<file path="config.mk">
export PLATFORM = sky130hd
export DESIGN_NAME = integer_to_radix_text
export DESIGN_NICKNAME = d
export VERILOG_FILES = /design/src/itr_pkg.sv /design/src/itr_ram.sv /design/src/itr_front.sv /design/src/itr_queue.sv /design/src/itr_back.sv /design/src/integer_to_radix_text.sv
export SDC_FILE = /design/constraint.sdc
export NUM_CORES = 2
export LEC_CHECK = 0
export BUFFER_PORTS_ARGS = -buffer_cell sky130_fd_sc_hd__buf_2
export CAP_MARGIN = 20
export CORE_UTILIZATION = 44
export CTS_CLUSTER_SIZE = 24
export DETAILED_ROUTE_END_ITERATION = 6
export HOLD_SLACK_MARGIN = 0.12
export PLACE_DENSITY = 0.67
export SLEW_MARGIN = 10
export SYNTH_ARGS = -nofsm -noshare
export SYNTH_HDL_FRONTEND = slang
export SYNTH_HIERARCHICAL = 1
export SYNTH_SLANG_ARGS = --single-unit
</file>
<file path="constraint.sdc">
create_clock -name aclk -period 13.38 [get_ports aclk]
set_input_delay 2.676 -clock aclk [delete_from_list [all_inputs] [get_ports aclk]]
set_output_delay 2.676 -clock aclk [all_outputs]
set_load 0.02 [all_outputs]
</file>
<file path="src/itr_pkg.sv">
// Package for the integer-to-radix-text converter: descriptor type, back-end
// state encoding, character constants and sizes shared by all modules.
// No dependencies.
package itr_pkg;

    // Largest number of characters that a conversion may write
    localparam logic [6:0] MAX_CHARS   = 7'd40;
    // Depth of the request queue between front and back
    localparam int         QUEUE_DEPTH = 2;
    // One power of the radix per possible digit of a 32-bit value
    localparam int         POW_DEPTH   = 32;
    localparam int         POW_AW      = $clog2(POW_DEPTH);

    // Radix limits
    localparam logic [5:0] RADIX_MIN = 6'd2;
    localparam logic [5:0] RADIX_MAX = 6'd36;

    // Characters
    localparam logic [7:0] CHAR_MINUS = 8'h2D;  // '-'
    localparam logic [7:0] CHAR_ZERO  = 8'h30;  // '0'
    localparam logic [7:0] CHAR_NINE  = 8'h39;  // '9'
    localparam logic [7:0] LETTER_GAP = 8'd39;  // 'a' - '9' - 1

    // Classified request, handed from front to back
    typedef struct packed {
        logic        neg;         // write a leading '-'
        logic [31:0] mag;         // magnitude to print
        logic [5:0]  radix;       // clamped to 2..36
        logic [6:0]  min_digits;  // minimum digit count, 0..64
        logic [6:0]  limit;       // clamped buffer size
    } itr_desc_t;

    localparam int DESC_W = $bits(itr_desc_t);

    // Back-end sequencer states
    typedef enum logic [2:0] {
        B_IDLE,
        B_SIZE,
        B_SIGN,
        B_PAD,
        B_FETCH,
        B_SUB
    } itr_back_state_t;

endpackage

</file>
<file path="src/itr_ram.sv">
// Generic single-port-write, single-port-read RAM with registered read data.
// No dependencies.
module itr_ram #(
    parameter int WIDTH = 32,
    parameter int DEPTH = 32
) (
    input  logic                     aclk,
    input  logic                     wr_en,
    input  logic [$clog2(DEPTH)-1:0] wr_addr,
    input  logic [WIDTH-1:0]         wr_data,
    input  logic [$clog2(DEPTH)-1:0] rd_addr,
    output logic [WIDTH-1:0]         rd_data
);

    logic [WIDTH-1:0] mem_reg [DEPTH];
    logic [WIDTH-1:0] rd_data_reg;

    // Write one entry, read one entry
    always_ff @(posedge aclk) begin
        if (wr_en) begin
            mem_reg[wr_addr] <= wr_data;
        end
        rd_data_reg <= mem_reg[rd_addr];
    end

    assign rd_data = rd_data_reg;

endmodule

</file>
<file path="src/itr_front.sv">
// Front end: takes an input request and classifies it into sign, magnitude,
// clamped radix, minimum digit count and character limit. Uses itr_pkg.
module itr_front
    import itr_pkg::*;
(
    input  logic [31:0] value,
    input  logic [5:0]  radix,
    input  logic [6:0]  width_and_sign,
    input  logic [5:0]  buffer_size,
    output itr_desc_t   desc
);

    logic       sign_mode;
    logic [7:0] neg_width;

    assign sign_mode = width_and_sign[6];
    assign neg_width = 8'd128 - {1'b0, width_and_sign};

    // Classify the request
    always_comb begin
        desc.neg = sign_mode & value[31];
        desc.mag = desc.neg ? (32'd0 - value) : value;

        if (radix < RADIX_MIN) begin
            desc.radix = RADIX_MIN;
        end else if (radix > RADIX_MAX) begin
            desc.radix = RADIX_MAX;
        end else begin
            desc.radix = radix;
        end

        desc.min_digits = sign_mode ? neg_width[6:0] : width_and_sign;

        if ({1'b0, buffer_size} > MAX_CHARS) begin
            desc.limit = MAX_CHARS;
        end else begin
            desc.limit = {1'b0, buffer_size};
        end
    end

endmodule

</file>
<file path="src/itr_queue.sv">
// Short request queue between front and back ends.
// Uses itr_pkg for the descriptor type.
module itr_queue
    import itr_pkg::*;
#(
    parameter int DEPTH = QUEUE_DEPTH
) (
    input  logic      aclk,
    input  logic      aresetn,
    input  logic      push,
    input  itr_desc_t push_desc,
    output logic      full,
    input  logic      pop,
    output itr_desc_t pop_desc,
    output logic      empty
);

    localparam int PW = (DEPTH > 1) ? $clog2(DEPTH) : 1;
    localparam int CW = $clog2(DEPTH + 1);
    localparam logic [PW-1:0] LAST_PTR = PW'(DEPTH - 1);

    itr_desc_t     slot_reg [DEPTH];
    logic [PW-1:0] wr_ptr_reg, wr_ptr_next;
    logic [PW-1:0] rd_ptr_reg, rd_ptr_next;
    logic [CW-1:0] count_reg, count_next;

    assign full     = (count_reg == CW'(DEPTH));
    assign empty    = (count_reg == '0);
    assign pop_desc = slot_reg[rd_ptr_reg];

    // Advance pointers and count
    always_comb begin
        wr_ptr_next = wr_ptr_reg;
        rd_ptr_next = rd_ptr_reg;
        count_next  = count_reg;
        if (push) begin
            wr_ptr_next = (wr_ptr_reg == LAST_PTR) ? '0 : wr_ptr_reg + PW'(1);
        end
        if (pop) begin
            rd_ptr_next = (rd_ptr_reg == LAST_PTR) ? '0 : rd_ptr_reg + PW'(1);
        end
        if (push && !pop) begin
            count_next = count_reg + CW'(1);
        end else if (pop && !push) begin
            count_next = count_reg - CW'(1);
        end
    end

    always_ff @(posedge aclk) begin
        if (!aresetn) begin
            wr_ptr_reg <= '0;
            rd_ptr_reg <= '0;
            count_reg  <= '0;
        end else begin
            wr_ptr_reg <= wr_ptr_next;
            rd_ptr_reg <= rd_ptr_next;
            count_reg  <= count_next;
        end
    end

    // Hold request payloads
    always_ff @(posedge aclk) begin
        if (push) begin
            slot_reg[wr_ptr_reg] <= push_desc;
        end
    end

endmodule

</file>
<file path="src/itr_back.sv">
// Back end: sizes the number by building radix powers into a small RAM, then
// writes sign, padding and digits (by repeated subtraction) one per output.
// Uses itr_pkg and itr_ram.
module itr_back
    import itr_pkg::*;
(
    input  logic       aclk,
    input  logic       aresetn,
    input  logic       q_empty,
    input  itr_desc_t  q_desc,
    output logic       q_pop,
    output logic       m_tvalid,
    input  logic       m_tready,
    output logic [7:0] out_char,
    output logic [5:0] position,
    output logic       m_tlast
);

    itr_back_state_t state_reg, state_next;

    logic        neg_reg,   neg_next;
    logic [31:0] mag_reg,   mag_next;
    logic [5:0]  radix_reg, radix_next;
    logic [6:0]  mind_reg,  mind_next;
    logic [6:0]  lim_reg,   lim_next;
    logic [31:0] p_reg,     p_next;
    logic [5:0]  nd_reg,    nd_next;
    logic [5:0]  dl_reg,    dl_next;
    logic [6:0]  pad_reg,   pad_next;
    logic [6:0]  n_reg,     n_next;
    logic [5:0]  dig_reg,   dig_next;

    logic        m_tvalid_reg, m_tvalid_next;
    logic [7:0]  char_reg,     char_next;
    logic [5:0]  pos_reg,      pos_next;
    logic        last_reg,     last_next;

    logic              slot_free;
    logic              emit;
    logic [37:0]       prod;
    logic [7:0]        dig_char;
    logic              wr_en;
    logic [5:0]        nd_dec;
    logic [5:0]        dl_dec;
    logic [31:0]       pow_data;
    logic [6:0]        n_inc;
    logic              digit_last;

    assign slot_free  = !m_tvalid_reg || m_tready;
    assign prod       = 38'(p_reg) * 38'(radix_reg);
    assign nd_dec     = nd_reg - 6'd1;
    assign dl_dec     = dl_reg - 6'd1;
    assign n_inc      = n_reg + 7'd1;
    assign digit_last = !((dl_reg > 6'd1) && (n_inc < lim_reg));

    // Map a digit value to its character
    always_comb begin
        dig_char = CHAR_ZERO + {2'b00, dig_reg};
        if (dig_char > CHAR_NINE) begin
            dig_char = dig_char + LETTER_GAP;
        end
    end

    // Power table, one entry per digit position
    itr_ram #(
        .WIDTH(32),
        .DEPTH(POW_DEPTH)
    ) u_pow_ram (
        .aclk   (aclk),
        .wr_en  (wr_en),
        .wr_addr(nd_dec[POW_AW-1:0]),
        .wr_data(p_reg),
        .rd_addr(dl_dec[POW_AW-1:0]),
        .rd_data(pow_data)
    );

    // Next state and outputs
    always_comb begin
        state_next    = state_reg;
        neg_next      = neg_reg;
        mag_next      = mag_reg;
        radix_next    = radix_reg;
        mind_next     = mind_reg;
        lim_next      = lim_reg;
        p_next        = p_reg;
        nd_next       = nd_reg;
        dl_next       = dl_reg;
        pad_next      = pad_reg;
        n_next        = n_reg;
        dig_next      = dig_reg;
        m_tvalid_next = m_tvalid_reg && !m_tready;
        char_next     = char_reg;
        pos_next      = pos_reg;
        last_next     = last_reg;
        q_pop         = 1'b0;
        wr_en         = 1'b0;
        emit          = 1'b0;

        case (state_reg)
            B_IDLE: begin
                if (!q_empty) begin
                    q_pop      = 1'b1;
                    neg_next   = q_desc.neg;
                    mag_next   = q_desc.mag;
                    radix_next = q_desc.radix;
                    mind_next  = q_desc.min_digits;
                    lim_next   = q_desc.limit;
                    p_next     = 32'd1;
                    nd_next    = 6'd1;
                    n_next     = 7'd0;
                    state_next = B_SIZE;
                end
            end
            B_SIZE: begin
                // Store the current power, grow it while it fits the value
                wr_en = 1'b1;
                if (prod <= {6'b0, mag_reg}) begin
                    p_next  = prod[31:0];
                    nd_next = nd_reg + 6'd1;
                end else begin
                    pad_next   = (mind_reg > {1'b0, nd_reg}) ?
                                 (mind_reg - {1'b0, nd_reg}) : 7'd0;
                    dl_next    = nd_reg;
                    state_next = B_SIGN;
                end
            end
            B_SIGN: begin
                if (!neg_reg) begin
                    state_next = B_PAD;
                end else if (slot_free) begin
                    emit          = 1'b1;
                    m_tvalid_next = 1'b1;
                    char_next     = CHAR_MINUS;
                    pos_next      = n_reg[5:0];
                    last_next     = (lim_reg <= 7'd1);
                    n_next        = n_inc;
                    state_next    = (lim_reg <= 7'd1) ? B_IDLE : B_PAD;
                end
            end
            B_PAD: begin
                if (n_reg >= lim_reg) begin
                    state_next = B_IDLE;
                end else if (pad_reg != 7'd0) begin
                    if (slot_free) begin
                        emit          = 1'b1;
                        m_tvalid_next = 1'b1;
                        char_next     = CHAR_ZERO;
                        pos_next      = n_reg[5:0];
                        last_next     = (n_inc >= lim_reg);
                        n_next        = n_inc;
                        pad_next      = pad_reg - 7'd1;
                    end
                end else begin
                    dig_next   = 6'd0;
                    state_next = B_FETCH;
                end
            end
            B_FETCH: begin
                // Wait for the power of this digit position
                state_next = B_SUB;
            end
            B_SUB: begin
                if (mag_reg >= pow_data) begin
                    mag_next = mag_reg - pow_data;
                    dig_next = dig_reg + 6'd1;
                end else if (slot_free) begin
                    emit          = 1'b1;
                    m_tvalid_next = 1'b1;
                    char_next     = dig_char;
                    pos_next      = n_reg[5:0];
                    last_next     = digit_last;
                    n_next        = n_inc;
                    dl_next       = dl_dec;
                    dig_next      = 6'd0;
                    state_next    = digit_last ? B_IDLE : B_FETCH;
                end
            end
            default: begin
                state_next = B_IDLE;
            end
        endcase
    end

    // Control registers
    always_ff @(posedge aclk) begin
        if (!aresetn) begin
            state_reg    <= B_IDLE;
            m_tvalid_reg <= 1'b0;
        end else begin
            state_reg    <= state_next;
            m_tvalid_reg <= m_tvalid_next;
        end
    end

    // Working and output payload registers
    always_ff @(posedge aclk) begin
        neg_reg   <= neg_next;
        mag_reg   <= mag_next;
        radix_reg <= radix_next;
        mind_reg  <= mind_next;
        lim_reg   <= lim_next;
        p_reg     <= p_next;
        nd_reg    <= nd_next;
        dl_reg    <= dl_next;
        pad_reg   <= pad_next;
        n_reg     <= n_next;
        dig_reg   <= dig_next;
        char_reg  <= char_next;
        pos_reg   <= pos_next;
        last_reg  <= last_next;
    end

    assign m_tvalid = m_tvalid_reg;
    assign out_char = char_reg;
    assign position = pos_reg;
    assign m_tlast  = last_reg;

    // A digit never reaches the radix
    a_digit_range: assert property (@(posedge aclk) disable iff (!aresetn)
        (state_reg == B_SUB) |-> (dig_reg < radix_reg))
        else $error("digit counter reached the radix");

    // At most one power per bit of the value
    a_size_bound: assert property (@(posedge aclk) disable iff (!aresetn)
        (state_reg == B_SIZE) |-> (nd_reg <= 6'd32))
        else $error("power table overran");

    // Digit fetch only once padding is done and digits remain
    a_fetch_ready: assert property (@(posedge aclk) disable iff (!aresetn)
        (state_reg == B_FETCH) |-> ((pad_reg == 7'd0) && (dl_reg != 6'd0)))
        else $error("digit fetch with padding pending or no digits left");

    // Padding and digits stay inside the buffer
    a_limit: assert property (@(posedge aclk) disable iff (!aresetn)
        (emit && (state_reg != B_SIGN)) |-> (n_reg < lim_reg))
        else $error("character written beyond the buffer size");

endmodule

</file>
<file path="src/integer_to_radix_text.sv">
// Top level of the integer-to-radix-text converter: front end, request queue
// and back end. Uses itr_pkg, itr_front, itr_queue and itr_back.
//
//  channel | ports          | payload (lowest bit first)
//  --------+----------------+-----------------------------------------------
//  request | s_tvalid/ready | tdata: value 32, radix 6, width_and_sign 7,
//          |                |        buffer_size 6, 5 zero bits
//  result  | m_tvalid/ready | tdata: out_char 8, position 6, 2 zero bits;
//          |                | tlast: final character of a conversion
//
// A request is dequeued, then nd radix powers are built into the power RAM
// (nd = natural digit count), the sign stage writes any '-', padding writes
// the pad characters, and each digit of value d takes a power read, d
// subtractions and a write-out on the single subtractor working against the
// power RAM. Two requests may wait in the queue.
// Reset (aresetn low, synchronous) empties the queue and drops any result.
// A stalled result holds the back end; the front keeps taking requests until
// the queue is full.
module integer_to_radix_text
    import itr_pkg::*;
#(
    parameter int QUEUE_DEPTH_P = QUEUE_DEPTH
) (
    input  logic        aclk,
    input  logic        aresetn,
    input  logic        s_tvalid,
    output logic        s_tready,
    input  logic [55:0] s_tdata,   // value, radix, width_and_sign, buffer_size
    output logic        m_tvalid,
    input  logic        m_tready,
    output logic [15:0] m_tdata,   // out_char, position
    output logic        m_tlast
);

    itr_desc_t  front_desc;
    itr_desc_t  q_desc;
    logic       q_full;
    logic       q_empty;
    logic       q_pop;
    logic       push;
    logic [7:0] out_char;
    logic [5:0] position;

    assign s_tready = !q_full;
    assign push     = s_tvalid && !q_full;

    // Classify incoming requests
    itr_front u_front (
        .value         (s_tdata[31:0]),
        .radix         (s_tdata[37:32]),
        .width_and_sign(s_tdata[44:38]),
        .buffer_size   (s_tdata[50:45]),
        .desc          (front_desc)
    );

    // Decouple front and back
    itr_queue #(
        .DEPTH(QUEUE_DEPTH_P)
    ) u_queue (
        .aclk     (aclk),
        .aresetn  (aresetn),
        .push     (push),
        .push_desc(front_desc),
        .full     (q_full),
        .pop      (q_pop),
        .pop_desc (q_desc),
        .empty    (q_empty)
    );

    // Convert and write characters
    itr_back u_back (
        .aclk    (aclk),
        .aresetn (aresetn),
        .q_empty (q_empty),
        .q_desc  (q_desc),
        .q_pop   (q_pop),
        .m_tvalid(m_tvalid),
        .m_tready(m_tready),
        .out_char(out_char),
        .position(position),
        .m_tlast (m_tlast)
    );

    assign m_tdata = {2'b00, position, out_char};

endmodule
</file>
# Yosys cells after proc, flatten, opt, wreduce, memory -nomap -nowiden
# Memory sizes are Yosys's and may differ from the RTL's. A register that Yosys moved wholly into a read port is not among the register bits.
# Cells that the tools add are included.
# word_totals
reg_bits	140
inputBits	60
latch_bits	0
mem_bits_ro	0
mem_bits_rw	1128
wordCells	195
memories	2
# op_classes
muxes	89
n_div	0
n_addsub	16
reduce_logical	33
bitwise_logic	2
magnitude_cmp	12
n_shift	0
multipliers	1
n_eq_ne	21
# memory_table
name	depth	width	rd	rd_clocked_by_memory_dff	write_ports	line	rtl
u_back.u_pow_ram.mem_reg	32	32	1	1	1	itr_ram.sv:15	logic [WIDTH-1:0] mem_reg [DEPTH];
u_queue.slot_reg	2	52	1	1	1	itr_queue.sv:22	itr_desc_t slot_reg [DEPTH];
# op_table
cell	n
32-bit 2-to-1 mux	5
32-bit one-hot mux with 2 select lines	2
6-bit 2-to-1 mux	17
7-bit 2-to-1 mux	12
8-bit 2-to-1 mux	8
38-bit by 32-bit less-or-equal comparator with 1-bit output	1
32-bit by 6-bit multiplier with 38-bit output	1
6-bit one-hot mux with 2 select lines	3
32-bit greater-or-equal comparator	1
1-bit by 32-bit subtractor with 32-bit output (first input constant)	1
32-bit subtractor	1
7-bit one-hot mux with 4 select lines	1
3-bit 2-to-1 mux	9
8-bit one-hot mux with 3 select lines	1
1-bit 2-to-1 mux	23
3-bit one-hot mux with 6 select lines	1
6-bit one-hot mux with 3 select lines	1
7-bit greater-or-equal comparator	2
2-bit by 1-bit inequality test with 1-bit output (second input constant)	7
7-bit one-hot mux with 2 select lines	1
6-bit by 1-bit adder with 6-bit output (second input constant)	2
6-bit > comparator (second input constant)	2
6-bit AND reduction	2
2-bit nonzero test	6
other kinds (42)	64

# Depth between registers and ports, before layout
# depth
word_depth	7
depth_mapped	29
mapped_depth_nobuf	28

# Cells and area by module
# Netlist, hierarchy kept.
# modules_own_cells
module	seq_area_each_um2	n_inst	area_per_inst_um2	cells_each
itr_ram	31390.1	1	40492.6	2260
itr_back	4043.9	1	15414.8	1703
itr_queue	3283.1	1	4060.1	187
itr_front	0.0	1	985.9	149
integer_to_radix_text	0.0	1	28.8	5

# Worst setup path before layout
# No wires, ideal clock.
# synth_path
kind	reg2reg
startpoint	register u_back.p_reg[1]
endpoint	register u_back.nd_reg[0] (enable)
t_arrival_ns	7.527
required_ns	12.979
path_slack_ns	5.453
synth_period_minus_slack_ns	7.927
stages_incl_launch_ff	27
path_buffers	0
setup_ns	0.401
path_cell_list	edfxtp_1 -> and2_1 -> fa_1 -> fa_1 -> inv_1 -> fa_1 -> inv_1 -> ha_1 -> o211ai_1 -> a21oi_1 -> o41ai_2 -> o21ai_0 -> a21oi_1 -> o21bai_1 -> a31oi_1 -> o21ai_0 -> xor2_1 -> ha_1 -> and2_1 -> a221o_1 -> a221oi_1 -> o21ai_0 -> o211ai_1 -> a2bb2oi_1 -> a2111oi_2 -> nand4_1 -> nand2b_1
# synth_between
elab_chain_cells	4
# synth_rtl
element	line	rtl
start, declared	itr_back.sv:26	logic [31:0] p_reg, p_next;
start signal, assigned	itr_back.sv:202	p_reg <= p_next;
32-bit by 6-bit multiplier with 38-bit output	itr_back.sv:50	assign prod = 38'(p_reg) * 38'(radix_reg);
via u_back.prod[25]	itr_back.sv:40	logic [37:0] prod;
38-bit by 32-bit less-or-equal comparator with 1-bit output	itr_back.sv:117	if (prod <= {6'b0, mag_reg}) begin
2-bit by 1-bit inequality test with 1-bit output (no source line)	n/a	
3-bit AND reduction (no source line)	n/a	
end signal, assigned	itr_back.sv:203	nd_reg <= nd_next;
end, declared	itr_back.sv:27	logic [5:0] nd_reg, nd_next;
# The timed path passes the listed nets, and every way through them passes these cells.
# A chain may end at the register's enable or synchronous reset.

# Final worst setup path
# layout_path
startpoint	register u_back.p_reg[1]
endpoint	register u_back.p_reg[28] (enable)
# layout_between
elab_chain_cells	4
# layout_rtl
element	line
32-bit by 6-bit multiplier with 38-bit output	itr_back.sv:50
via u_back.prod[25]	itr_back.sv:40
38-bit by 32-bit less-or-equal comparator with 1-bit output	itr_back.sv:117
2-bit by 1-bit inequality test with 1-bit output (no source line)	n/a
3-bit AND reduction (no source line)	n/a
# The timed path passes the listed nets, and every way through them passes these cells.

==> impl_metrics.env <==
export IMPL_regArea_um2=38700
export IMPL_cts_sinks=1303
export IMPL_drive_above_1_share=0.108
export IMPL_cts_max_path_buffers=3
export IMPL_antenna_found_initial=4
export IMPL_grt_pass1_wl_mm=205
export IMPL_timing_setup_tns_ns=0
export IMPL_hpwl_mm=80.9
export IMPL_rsz0062_at_grt="no"
export IMPL_syn_to_final_growth_pct=11.4
export IMPL_viasPerCell=5.49
export IMPL_rrSetupSlack_ns=4.08
export IMPL_die_area_um2=140000
export IMPL_slew_headroom=0.277
export IMPL_final_setup_viol_count=0
export IMPL_gp_congestion=0.889
export IMPL_avgSynthCellArea_um2=14.2
export IMPL_synth_flop_cell="edfxtp_1"
export IMPL_drt_pass1_iter_count=5
export IMPL_ctsResizeCount=0
export IMPL_finalCritPeriodShare=0.695
export IMPL_multi_input_area_um2=20400
export IMPL_status="completed"
export IMPL_min_to="u_queue/count_reg[1]"
export IMPL_start_util=0.444
export IMPL_skew_ns=0.0417
export IMPL_clkTransAtPathRegs_ns=0.06
export IMPL_end_kind="register"
export IMPL_row_count=136
export IMPL_synth_commonest_cells="1262 x edfxtp_1, 514 x mux2i_1, 269 x inv_1"
export IMPL_async_flop_share=0
export IMPL_worstSetupStartpointType="register"
export IMPL_nFillCells=11600
export IMPL_antenna_cells=0
export IMPL_r2r_end="u_back/p_reg[28]"
export IMPL_critical_path_max_stage_delay_ns=0.95
export IMPL_cp_arrival_ns=9.68
export IMPL_routed_wl_mm=134
export IMPL_gr_total_overflow=0
export IMPL_via_count=34600
export IMPL_cts_setup_buffers=0
export IMPL_detail_route_antenna_nets=0
export IMPL_reg2regPathDepth=26
export IMPL_fmax_mhz=108
export IMPL_postSynthCellCount=4304
export IMPL_hold_depth=2
export IMPL_drv_slew=0
export IMPL_cts_buffers=134
export IMPL_yosysTopAreaCell="edfxtp_1"
export IMPL_grt_start_max_net_pins=108
export IMPL_synth_area_um2=61000
export IMPL_port_buffers=71
export IMPL_synth_edf_count=1262
export IMPL_period_minus_slack_ns=9.30
export IMPL_hold_class="reg2reg"
export IMPL_r2r_start="u_back/p_reg[1]"
export IMPL_die_y_um=374
export IMPL_drcViolationCount=0
export IMPL_grt_pass1_vias=35000
export IMPL_die_w_um=374
export IMPL_crit_path_top_delay_cell="nand2b_2"
export IMPL_largest_reg_flops=1024
export IMPL_cts_root_buf="clkbuf_16"
export IMPL_ios=79
export IMPL_nets=4742
export IMPL_hold_violations=0
export IMPL_htreeDepth=4
export IMPL_synth_area_leaders="edfxtp_1 62%, mux2i_1 8.4%, fa_1 4.0%, ha_1 3.0%, and2_1 2.1%"
export IMPL_avgRoutedWirePerCell_um=21.3
export IMPL_drv_cap=0
export IMPL_yosysMostFrequentCell="edfxtp_1"
export IMPL_seq_area_frac_synth=0.635
export IMPL_cts_tree="yes"
export IMPL_core_um2=137000
export IMPL_path_class="reg2reg"
export IMPL_min_from="u_queue/count_reg[1]"
export IMPL_drtIter0Drc=2657
export IMPL_required_ns=13.77
export IMPL_grtUsageTotal=0.191
export IMPL_synth_top_cell_area_share=0.621
export IMPL_ctsHoldBuffers=0
export IMPL_yosys_warnings=6
export IMPL_synth_seq_cells=1303
export IMPL_synth_distinct_cells=84
export IMPL_clkLatencyLatePin_ns=0.78
export IMPL_cp_max_fo=38
export IMPL_tightest_slew_ns=1.07
-- area by class of cell --
cell class	count	share of cell area
clock buffers	165	0.0512
clock inverters	72	0.00979
inverters	269	0.0150
multi-input cells	2528	0.300
flip-flops and latches	1303	0.570
well taps	1794	0.0330
repair buffers	177	0.0210
-- critical path, delay by kind of cell (launching register included) --
kind,cells,cell delay (ns)
AOI/OAI and AO/OA,14,3.72
xor gates and xnor gates,1,0.24
adders and majority gates,5,2.25
buffers and inverters,2,0.11
DFF,1,0.63
and+or+nand+nor,4,1.90
-- metrics by stage --
| stage | std cells | utilization | hold WS, ns | setup slack (ns) | area (µm²) |
|---|---|---|---|---|---|
| after floorplan | 4305 | - | 0.466 | 5.45 | 61000 |
| after global placement | 6052 | 0.461 | 0.480 | 3.85 | 63400 |
| after detailed placement | 6052 | 0.461 | 0.525 | 3.66 | 63400 |
| after global routing | 6308 | 0.494 | 0.542 | 3.40 | 68000 |
| final | 6308 | 0.494 | 0.527 | 4.08 | 68000 |
| after CTS | 6289 | 0.491 | 0.533 | 3.61 | 67600 |
-- worst max path at each step --
stage	cells past startpoint	startpoint	slack [ns]	to
2_1_floorplan	26	u_back/p_reg[1]	5.45	u_back/nd_reg[0]
3_3_place_gp	26	u_back/p_reg[1]	3.85	u_back/p_reg[20]
3_5_place_dp	26	u_back/p_reg[1]	3.66	u_back/p_reg[20]
4_1_cts	26	u_back/p_reg[1]	3.61	u_back/p_reg[28]
5_1_grt	26	u_back/p_reg[1]	3.40	u_back/p_reg[14]
6_report	26	u_back/p_reg[1]	4.08	u_back/p_reg[28]
-- layer usage --
| metal | GRT usage | wire (µm) | up-vias |
|---|---|---|---|
| met5 | 0 | 11 | - |
| met4 | 0.0609 | 3660 | 2 |
| met3 | 0.0336 | 7560 | 214 |
| met2 | 0.313 | 63700 | 900 |
| met1 | 0.257 | 59500 | 17400 |
| li1 | - | - | 16200 |
-- cell usage in the layout (no fill, tap or decap), types with 83 or more instances in the layout --
cell type | synthesis | layout
o21ai_0 | 83 | 83
a22oi_1 | 97 | 97
and2_1 | 200 | 198
fa_1 | 123 | 123
nor2_1 | 127 | 93
clkbuf_16 | 0 | 136
nand2_1 | 265 | 264
a21oi_1 | 183 | 183
nand3_1 | 118 | 118
mux2i_1 | 514 | 514
buf_4 | 39 | 85
edfxtp_1 | 1262 | 1262
ha_1 | 146 | 146
inv_1 | 269 | 268
-- kinds of logic (layout without fill, tap and decap cells) --
kind of cell | after synthesis | in the layout | synth area share
adders and majority gates | 270 | 270 | 0.0705
and+or+nand+nor | 905 | 905 | 0.0751
buffers and inverters | 474 | 683 | 0.0351
muxes | 567 | 567 | 0.0942
DFF | 1303 | 1303 | 0.635
xor gates and xnor gates | 128 | 128 | 0.0184
other | 2 | 3 | 0.000123
AOI/OAI and AO/OA | 655 | 655 | 0.0717
Power is left out: the tool's default activity adds up to more than one toggle a clock period on the data nets, which glitch-free logic cannot reach.
